==> config.mk <==
export PLATFORM = sky130hd
export DESIGN_NAME = shelf_rectangle_packer
export DESIGN_NICKNAME = d
export VERILOG_FILES = /design/src/design/srp_pkg.sv /design/src/design/shelf_rectangle_packer.sv /design/src/design/srp_cfg_regs.sv /design/src/design/srp_place_calc.sv
export SDC_FILE = /design/constraint.sdc
export NUM_CORES = 1
export LEC_CHECK = 0
export BUFFER_PORTS_ARGS = -buffer_cell sky130_fd_sc_hd__buf_2
export CORE_UTILIZATION = 40
export CTS_CLUSTER_DIAMETER = 120
export DETAILED_ROUTE_END_ITERATION = 8
export SLEW_MARGIN = 25
export SYNTH_ARGS = -nofsm -noshare
export SYNTH_HDL_FRONTEND = slang
export SYNTH_HIERARCHICAL = 1
export SYNTH_SLANG_ARGS = --single-unit
==> constraint.sdc <==
create_clock -name clk -period 15.65 [get_ports clk]
set_input_delay 2.3475 -clock clk [delete_from_list [all_inputs] [get_ports clk]]
set_output_delay 2.3475 -clock clk [all_outputs]
set_load 0.02 [all_outputs]
==> src/design/srp_pkg.sv <==
// ----------------------------------------------------------------------------
// srp_pkg: shared types and helpers for the shelf rectangle packer
// Holds the payload structs, configuration register codes and the rounding
// function used to report the packed atlas height.
// ----------------------------------------------------------------------------
package srp_pkg;

  localparam int unsigned RECT_W   = 14;
  localparam int unsigned ID_W     = 64;
  localparam int unsigned DIM_W    = 15;
  localparam int unsigned PAD_W    = 8;
  localparam int unsigned STATE_W  = 16;
  localparam int unsigned HEIGHT_W = 16;
  localparam int unsigned CFG_IDX_W = 2;
  localparam int unsigned SUM_W    = 17;

  localparam logic [DIM_W-1:0] ATLAS_WIDTH_RST  = 15'd512;
  localparam logic [DIM_W-1:0] ATLAS_HEIGHT_RST = 15'd512;
  localparam logic [PAD_W-1:0] PADDING_RST      = 8'd0;

  typedef enum logic [CFG_IDX_W-1:0] {
    CFG_ATLAS_WIDTH  = 2'd0,
    CFG_HEIGHT_LIMIT = 2'd1,
    CFG_PADDING      = 2'd2
  } cfg_idx_t;

  typedef struct packed {
    logic [RECT_W-1:0] rect_width;
    logic [RECT_W-1:0] rect_height;
    logic [ID_W-1:0]   rect_id;
    logic              first_rect;
    logic              last_rect;
  } in_item_t;

  typedef struct packed {
    logic                placed;
    logic [RECT_W-1:0]   pos_x;
    logic [RECT_W-1:0]   pos_y;
    logic [ID_W-1:0]     out_id;
    logic [HEIGHT_W-1:0] packed_height;
    logic                all_fit;
    logic                is_last;
  } out_item_t;

  typedef struct packed {
    logic [DIM_W-1:0] atlas_width;
    logic [DIM_W-1:0] atlas_height_limit;
    logic [PAD_W-1:0] padding_px;
  } cfg_t;

  typedef struct packed {
    logic [STATE_W-1:0] cursor_x;
    logic [STATE_W-1:0] shelf_top;
    logic [STATE_W-1:0] shelf_height;
    logic               pack_failed;
  } pack_state_t;

  // Smallest power of two not below v, with 0 and 1 both giving 1.
  // The used height never exceeds 65534, so the result fits in SUM_W bits.
  function automatic logic [SUM_W-1:0] pow2_ceil(input logic [SUM_W-1:0] v);
    logic [SUM_W-1:0] x;
    begin
      x = v - SUM_W'(1);
      x = x | (x >> 1);
      x = x | (x >> 2);
      x = x | (x >> 4);
      x = x | (x >> 8);
      x = x | (x >> 16);
      if (v <= SUM_W'(1)) begin
        pow2_ceil = SUM_W'(1);
      end else begin
        pow2_ceil = x + SUM_W'(1);
      end
    end
  endfunction

endpackage

==> src/design/shelf_rectangle_packer.sv <==
// ----------------------------------------------------------------------------
// shelf_rectangle_packer: streaming shelf packer for a texture atlas
// Places rectangles left to right on shelves, reports placements, sticky
// failure and the rounded used height on the last rectangle.
//
//   channel  | direction | handshake          | payload
//   ---------+-----------+--------------------+-----------------------------
//   in_      | input     | in_valid/in_ready  | in_data  (srp_pkg::in_item_t)
//   out_     | output    | out_valid/out_ready| out_data (srp_pkg::out_item_t)
//   cfg_     | input     | cfg_valid/cfg_ready| cfg_index, cfg_data
//
// One rectangle per cycle sustained while the output is not stalled; an
// accepted transaction passes the input register, then the result register.
// The shelf state loop closes through the placement datapath.
// Reset is synchronous and clears both stage valids and the shelf state.
// A stalled result register holds the input stage, which still takes one
// more transaction while it is empty.
// ----------------------------------------------------------------------------
module shelf_rectangle_packer (
  input  logic                          clk,
  input  logic                          rst_n,
  input  logic                          in_valid,
  output logic                          in_ready,
  input  srp_pkg::in_item_t             in_data,
  output logic                          out_valid,
  input  logic                          out_ready,
  output srp_pkg::out_item_t            out_data,
  input  logic                          cfg_valid,
  output logic                          cfg_ready,
  input  logic [srp_pkg::CFG_IDX_W-1:0] cfg_index,
  input  logic [srp_pkg::DIM_W-1:0]     cfg_data
);
  import srp_pkg::*;

  cfg_t        cfg;
  in_item_t    in_item_r;
  logic        in_valid_r;
  out_item_t   out_item_r;
  logic        out_valid_r;
  pack_state_t state_r;
  pack_state_t state_nxt;
  out_item_t   result;
  logic        advance;

  srp_cfg_regs u_cfg (
    .clk       (clk),
    .rst_n     (rst_n),
    .cfg_valid (cfg_valid),
    .cfg_ready (cfg_ready),
    .cfg_index (cfg_index),
    .cfg_data  (cfg_data),
    .cfg_o     (cfg)
  );

  srp_place_calc u_calc (
    .item_i   (in_item_r),
    .cfg_i    (cfg),
    .state_i  (state_r),
    .state_o  (state_nxt),
    .result_o (result)
  );

  assign advance   = in_valid_r && (!out_valid_r || out_ready);
  assign in_ready  = !in_valid_r || advance;
  assign out_valid = out_valid_r;
  assign out_data  = out_item_r;

  always_ff @(posedge clk) begin
    if (!rst_n) begin
      in_valid_r  <= 1'b0;
      out_valid_r <= 1'b0;
      state_r     <= '0;
    end else begin
      if (in_ready) begin
        in_valid_r <= in_valid;
      end
      if (advance) begin
        out_valid_r <= 1'b1;
        state_r     <= state_nxt;
      end else if (out_ready) begin
        out_valid_r <= 1'b0;
      end
    end
  end

  always_ff @(posedge clk) begin
    if (in_valid && in_ready) begin
      in_item_r <= in_data;
    end
    if (advance) begin
      out_item_r <= result;
    end
  end

`ifndef SYNTHESIS
  a_sticky_fail: assert property (@(posedge clk) disable iff (!rst_n)
    advance && state_r.pack_failed && !in_item_r.first_rect |-> !result.placed)
    else $error("rectangle placed while the pack is failed");

  a_result_follows: assert property (@(posedge clk) disable iff (!rst_n)
    advance |=> out_valid_r)
    else $error("processed transaction produced no result");

  a_input_hold: assert property (@(posedge clk) disable iff (!rst_n)
    in_valid_r && !advance |=> in_valid_r && $stable(in_item_r))
    else $error("buffered transaction lost while stalled");

  a_fit_on_last: assert property (@(posedge clk) disable iff (!rst_n)
    out_valid_r && out_item_r.all_fit |-> out_item_r.is_last &&
      out_item_r.packed_height != '0)
    else $error("fit verdict on a result that is not last");
`endif

endmodule

==> src/design/srp_cfg_regs.sv <==
// ----------------------------------------------------------------------------
// srp_cfg_regs: configuration register file
// Three writable registers for atlas width, height limit and padding.
// Writes to unused indexes are accepted and dropped.
// ----------------------------------------------------------------------------
module srp_cfg_regs (
  input  logic                            clk,
  input  logic                            rst_n,
  input  logic                            cfg_valid,
  output logic                            cfg_ready,
  input  logic [srp_pkg::CFG_IDX_W-1:0]   cfg_index,
  input  logic [srp_pkg::DIM_W-1:0]       cfg_data,
  output srp_pkg::cfg_t                   cfg_o
);
  import srp_pkg::*;

  cfg_t cfg_r;
  cfg_t cfg_nxt;

  assign cfg_ready = 1'b1;
  assign cfg_o     = cfg_r;

  always_comb begin
    cfg_nxt = cfg_r;
    if (cfg_valid) begin
      case (cfg_index)
        CFG_ATLAS_WIDTH:  cfg_nxt.atlas_width        = cfg_data;
        CFG_HEIGHT_LIMIT: cfg_nxt.atlas_height_limit = cfg_data;
        CFG_PADDING:      cfg_nxt.padding_px         = cfg_data[PAD_W-1:0];
        default:          cfg_nxt = cfg_r;
      endcase
    end
  end

  always_ff @(posedge clk) begin
    if (!rst_n) begin
      cfg_r.atlas_width        <= ATLAS_WIDTH_RST;
      cfg_r.atlas_height_limit <= ATLAS_HEIGHT_RST;
      cfg_r.padding_px         <= PADDING_RST;
    end else begin
      cfg_r <= cfg_nxt;
    end
  end

endmodule

==> src/design/srp_place_calc.sv <==
// ----------------------------------------------------------------------------
// srp_place_calc: placement datapath
// From the buffered rectangle and the current shelf state, works out the
// placement, the next shelf state and the packed height report.
// ----------------------------------------------------------------------------
module srp_place_calc (
  input  srp_pkg::in_item_t     item_i,
  input  srp_pkg::cfg_t         cfg_i,
  input  srp_pkg::pack_state_t  state_i,
  output srp_pkg::pack_state_t  state_o,
  output srp_pkg::out_item_t    result_o
);
  import srp_pkg::*;

  localparam int unsigned CMP_W = SUM_W + 1;

  pack_state_t      s0;
  logic [CMP_W-1:0] w_e, h_e, p_e, aw_e, lim_e, pad2_e;
  logic [CMP_W-1:0] cx_e, top_e, sh_e;
  logic [CMP_W-1:0] cx_w, top_w, sh_w;
  logic [CMP_W-1:0] h_pad, sh_new;
  logic             too_big, wrap, over, placed;
  logic [SUM_W-1:0] used, full;

  always_comb begin
    // A start resets the shelf state before this rectangle is tried.
    s0 = state_i;
    if (item_i.first_rect) begin
      s0.cursor_x     = STATE_W'(cfg_i.padding_px);
      s0.shelf_top    = STATE_W'(cfg_i.padding_px);
      s0.shelf_height = '0;
      s0.pack_failed  = 1'b0;
    end

    w_e    = CMP_W'(item_i.rect_width);
    h_e    = CMP_W'(item_i.rect_height);
    p_e    = CMP_W'(cfg_i.padding_px);
    pad2_e = p_e << 1;
    aw_e   = CMP_W'(cfg_i.atlas_width);
    lim_e  = CMP_W'(cfg_i.atlas_height_limit);
    cx_e   = CMP_W'(s0.cursor_x);
    top_e  = CMP_W'(s0.shelf_top);
    sh_e   = CMP_W'(s0.shelf_height);

    h_pad   = h_e + pad2_e;
    too_big = (w_e + pad2_e > aw_e) || (h_pad > lim_e);
    wrap    = (cx_e + w_e + p_e) > aw_e;
    cx_w    = wrap ? p_e : cx_e;
    top_w   = wrap ? (top_e + sh_e) : top_e;
    sh_w    = wrap ? '0 : sh_e;
    over    = (top_w + h_e + p_e) > lim_e;
    placed  = !s0.pack_failed && !too_big && !over;
    sh_new  = (h_pad > sh_w) ? h_pad : sh_w;

    state_o = s0;
    state_o.pack_failed = s0.pack_failed | too_big | over;
    if (placed) begin
      state_o.cursor_x     = STATE_W'(cx_w + w_e + pad2_e);
      state_o.shelf_top    = STATE_W'(top_w);
      state_o.shelf_height = STATE_W'(sh_new);
    end

    used = SUM_W'(state_o.shelf_top) + SUM_W'(state_o.shelf_height);
    full = pow2_ceil(used);

    result_o.placed        = placed;
    result_o.pos_x         = placed ? RECT_W'(cx_w) : '0;
    result_o.pos_y         = placed ? RECT_W'(top_w) : '0;
    result_o.out_id        = item_i.rect_id;
    result_o.is_last       = item_i.last_rect;
    result_o.packed_height = '0;
    result_o.all_fit       = 1'b0;
    if (item_i.last_rect) begin
      // The fit verdict compares the unsaturated height.
      result_o.all_fit       = !state_o.pack_failed && (CMP_W'(full) <= lim_e);
      result_o.packed_height = full[SUM_W-1] ? HEIGHT_W'(1 << (HEIGHT_W - 1))
                                             : full[HEIGHT_W-1:0];
    end
  end

endmodule

; Word-level counts from Yosys, hierarchy flattened
; Index checks and enable logic that the tools add are counted.
[word_totals]
word_cells = 81
inputBits = 116
register_bits = 294
out_inout_bits = 114
[classes]
muxes = 10
order_cmp = 7
bitwise_logic = 8
reduce_logical = 20
addsub = 12
eq_ne = 2
[ops]
columns = op, count
row1 = > comparator 18 x 15 -> 1 bit, 4
row2 = 2-to-1 mux 16 bit, 4
row3 = 2-to-1 mux 49 bit, 1
row4 = 2-to-1 mux 48 bit, 1
row5 = adder 18 x 8 -> 18 bit, 2
row6 = adder 16 x 16 -> 17 bit, 2
row7 = adder 14 x 9 -> 15 bit, 2
row8 = adder 18 x 14 -> 18 bit, 1
row9 = > comparator 18 bit, 1
row10 = 2-to-1 mux 18 bit, 1
row11 = adder 16 x 14 -> 17 bit, 1
row12 = "adder 17 x 1 -> 17 bit, second input constant", 1
row13 = "less-or-equal comparator 17 x 1 -> 1 bit, second input constant", 1
row14 = less-or-equal comparator 17 x 15 -> 1 bit, 1
row15 = 2-to-1 mux 17 bit, 1
row16 = bitwise OR 17 x 1 -> 17 bit, 1
row17 = bitwise OR 17 x 13 -> 17 bit, 1
row18 = bitwise OR 17 x 15 -> 17 bit, 1
row19 = bitwise OR 17 x 16 -> 17 bit, 1
row20 = bitwise OR 17 x 9 -> 17 bit, 1
row21 = "subtractor 17 x 1 -> 17 bit, second input constant", 1
row22 = adder 16 x 14 -> 16 bit, 1
row23 = adder 16 x 9 -> 16 bit, 1
row24 = logical NOT 1 bit, 6
row25 = 11 further kinds, 21

; Depth between registers and ports, before layout
[depth]
depth_word = 22
ltp_mapped = 77
depth_no_buf = 68

; By module
; The synthesis kept the hierarchy.
[by_module_without_submodules]
columns = module, cells_per_inst, seq_area_each_um2, n_inst, area_each_um2
row1 = srp_place_calc, 1465, 0.0, 1, 10403.7
row2 = shelf_rectangle_packer, 427, 7176.9, 1, 8241.7
row3 = srp_cfg_regs, 147, 760.7, 1, 1461.4

; Worst setup path before layout
; No wires, ideal clock.
[synth_timing]
path_kind = register to register
from = reg in_item_r[1] (netlist bit)
to = reg out_item_r (netlist bit out_data[1]), data pin
n_path_buf = 8
setup_time_ns = 0.168
stages_incl_launch_ff = 71
slack_ns = 0.026
required_ns = 15.482
arrival_time_ns = 15.457
period_less_slack_ns = 15.624
cell_sequence = edfxtp_1 buf_1 clkbuf_1 nand2_1 o21ai_0 fa_1 ha_1 fa_1 a211o_1 a21oi_1 a21o_1 nor2b_1 o21a_1 nor2_1 xnor2_1 ha_1 a211oi_1 nor2_1 [... 35 more ...] or4_4 buf_6 nor2_1 nand2_1 ha_1 buf_1 or2_2 mux2i_1 ha_1 o21a_1 o21a_1 o21ai_0 nand2b_1 a21oi_1 o21ai_0 a2111oi_0 o311ai_0 a211oi_1
[synth_lines]
columns = element, line
row1 = "start, declared", shelf_rectangle_packer.sv:36  ; in_item_t in_item_r;
row2 = "start signal, assigned", shelf_rectangle_packer.sv:88  ; in_item_r <= in_data;
row3 = "end signal, assigned", shelf_rectangle_packer.sv:91  ; out_item_r <= result;
row4 = "end, declared", shelf_rectangle_packer.sv:38  ; out_item_t out_item_r;

==> run_results.csv <==
group,metric,value,unit
outcome,outcome,"finished clean",
detailed_routing,antenna_left,0,
job,cap_violations,0,
logic_synthesis,synth_fp_nets,2387,
logic_synthesis,synth_edf_count,205,
pwr,sequentialPowerShare,0.409,
die,die_x,226.2,µm
timing,tns,0,ps
timing,fin_ws,895.5,ps
detailed_routing,drt_wl_total,57.59,mm
timing,worstMarginPinSlew,1097,ps
timing,finalHoldViolCount,0,
worst_setup_path,critPathMaxFanout,22,
timing,setup_viol,0,
logic_synthesis,synth.area.top_cells,"edfxtp_1, ha_1, dfxtp_1",
clock_network,clk_path_buf_depth,3,
placement,gp_congestion,0.9674,
logic_synthesis,yosysWarningCount,6,
logic_synthesis,ys_top_cells_by_count,"nand2_1, edfxtp_1, ha_1, inv_1, mux2i_1",
die,die_area,51170,µm²
die,chipHeight,226.2,µm
pwr,p_sw,645.7,µW
clock_network,cts_tree,"done",
timing,hold_ws,416.7,ps
cells_and_area,fin_nets,2587,
clock_network,clock_latency,560,ps
clock_network,cts.htree.levels,2,
pwr,combPwrFrac,0.222,
logic_synthesis,synth-main-ff-cell,"edfxtp_1",
cells_and_area,fin_cells,2928,
logic_synthesis,syn-instance-count,2039,
global_route,overflow,0,
worst_setup_path,crit_arrival,15140,ps
detailed_routing,drt_iter0_markers,1151,
worst_setup_path,end_kind,"flop",
detailed_routing,detail_route.first_pass.iterations,5,
clock_network,cts.sinks,294,
hold_path,worstHoldPathType,"flop to flop",
cells_and_area,syn2layout_area_growth,15.24,%
timing,finalCritPeriodShare,0.9428,
clock_network,path_clk_slew,60,ps
clock_network,cts_made_buffers,36,
placement,dp_hpwl,43.66,mm
worst_setup_path,worstSetupStartpointType,"flop",
placement,dpl.cell_count,2842,
logic_synthesis,seq_area_frac_synth,0.3948,
worst_setup_path,cp_slowest_cell,"or4_4",
die,core_area,49250,µm²
logic_synthesis,synth_top_area_cell,"edfxtp_1",
detailed_routing,detail_route.wl_per_cell,19.67,µm
logic_synthesis,synth_area_per_cell,9.861,µm²
pwr,leakage,0.009991,µW
timing,slew_viol_final,0,
global_route,antenna_found_initial,2,
logic_synthesis,synth_seq_cells,294,
timing,min_period,14750,ps
worst_setup_path,cp.required,16030,ps
cells_and_area,final_core_util,0.4704,
timing,maxSlewHeadroom,0.2634,
pwr,internal_power,1519,µW
placement,post-place-ws,-254.4,ps
pwr,max-vdd-ir-drop,0.08744,mV
logic_synthesis,ys_types,88,
timing,fmax,0.06778,GHz
logic_synthesis,synth_most_common_cell,"nand2_1",
worst_setup_path,slowest_delay,590,ps
detailed_routing,via_count,15840,
global_route,grt_pass1_wl,85.95,mm
global_route,grt_max_degree,103,
detailed_routing,viasPerCell,5.411,
die,ioPinCount,230,
die,initial_utilization,0.4082,
timing,clock_skew,29.10,ps
die,rows,81,
cells_and_area,antennaDiodeCount,0,
pwr,pwr_density_cell,93.40,nW/µm²
clock_network,root_buffer,"clkbuf_16",
cells_and_area,layout-drive-gt1-share,0.1939,
logic_synthesis,async_reset_ff_frac,0,
pwr,p_sw_frac,0.2983,
global_route,grtUsageTotal,0.2192,
logic_synthesis,synth_top_area_share,0.3062,
global_route,grt_pass1_vias,15390,
pwr,pwr-share-clk,0.369,
placement,io_buffers,228,
clock_network,ctsHoldBuffers,0,
detailed_routing,drc,0,
logic_synthesis,syn_area,20110,µm²
worst_setup_path,critical_path_class,"flop to flop",
## state kept, by name (all words and copies together) (netlist names)
name	count
u_cfg/cfg_o	38
in_valid_r	1
out_data	111
in_item_r	94
state_r	49
out_valid	1
## worst max-delay path, delay by kind of cell (launching register included)
kind	cells	cell delay, ps
compound gates	26	4940
xor+xnor	2	250
fa+ha+maj	10	3310
buf+inv	5	940
flops	1	390
mux	2	400
simple gates	20	4330
## metal layers
| metal | up-vias | track usage | routed length, µm |
|---|---|---|---|
| met5 | - | 0 | 35 |
| met4 | 4 | 0.09024 | 2052 |
| met3 | 104 | 0.03018 | 2624 |
| met2 | 425 | 0.3796 | 28680 |
| met1 | 7650 | 0.2725 | 24200 |
| li1 | 7661 | - | - |
## stage by stage
step,instance area [µm²],power [µW]
after floorplan,20110,1228
after global placement,21570,1345
after detailed placement,21570,1354
after CTS,22710,2162
after global routing,23170,2263
final,23170,2164
## final cells by class
cell class	count	area [µm²]
tap	664	830.8
sequential	294	7938
multi-input combinational	1470	11050
fill	4762	26080
clock buffer	47	984.7
clock inverter	16	130.1
inverter	144	540.5
timing repair buffer	293	1698
## cell usage in the layout (no fill, tap or decap), types with 13 or more instances in the layout
cell	instances
o21ai_0	66
a31oi_1	15
mux2i_1	105
o21a_1	20
a21boi_0	13
dfxtp_1	89
nand3_1	43
buf_4	58
xor2_1	21
and2_1	19
edfxtp_1	205
nand2b_1	19
a21o_1	49
fa_1	27
a211oi_1	14
buf_2	227
nor2b_1	38
nand4_1	30
o21bai_1	16
a21oi_1	97
nand2_1	261
ha_1	189
nor2_1	103
and3_1	13
nor3_1	22
clkbuf_16	40
xnor2_1	61
inv_1	143
## logic make-up (layout without fill, tap and decap cells)
family / Yosys count / count (layout) / share of synthesized area
simple gates: 630 / 632 / 0.1518
compound gates: 407 / 407 / 0.1327
flops: 294 / 294 / 0.3948
buf+inv: 277 / 500 / 0.07013
fa+ha+maj: 232 / 232 / 0.1559
mux: 114 / 114 / 0.05744
xor+xnor: 84 / 84 / 0.03696
other cells: 1 / 1 / 0.0001865
## repair_timing
item                       CTS  global route
gates cloned                 1             3
resized for setup            9            76
setup buffers                0            19
setup endpoints to repair    1            10
pin swaps                    0            32
## power groups by stage
stage	registers (µW)	logic [µW]	clock network (µW)
floorplan	917	311	0
global route	890	525	849
global placement	902	443	0
detailed placement	903	451	0
CTS	887	456	820
finish	886	480	798
## final timing paths
| kind | slack (ps) | startpoint | to | depth (start not counted) |
|---|---|---|---|---|
| hold / removal | 420 | in_item_r[23] | out_data[39] | 0 |
| hold reg to reg | 420 | in_item_r[23] | out_data[39] | 0 |
| setup reg to reg | 900 | in_item_r[1] | out_data[1] | 65 |
| setup / recovery | 900 | in_item_r[1] | out_data[1] | 65 |
No activity file was read; power rests on OpenSTA's default activity.
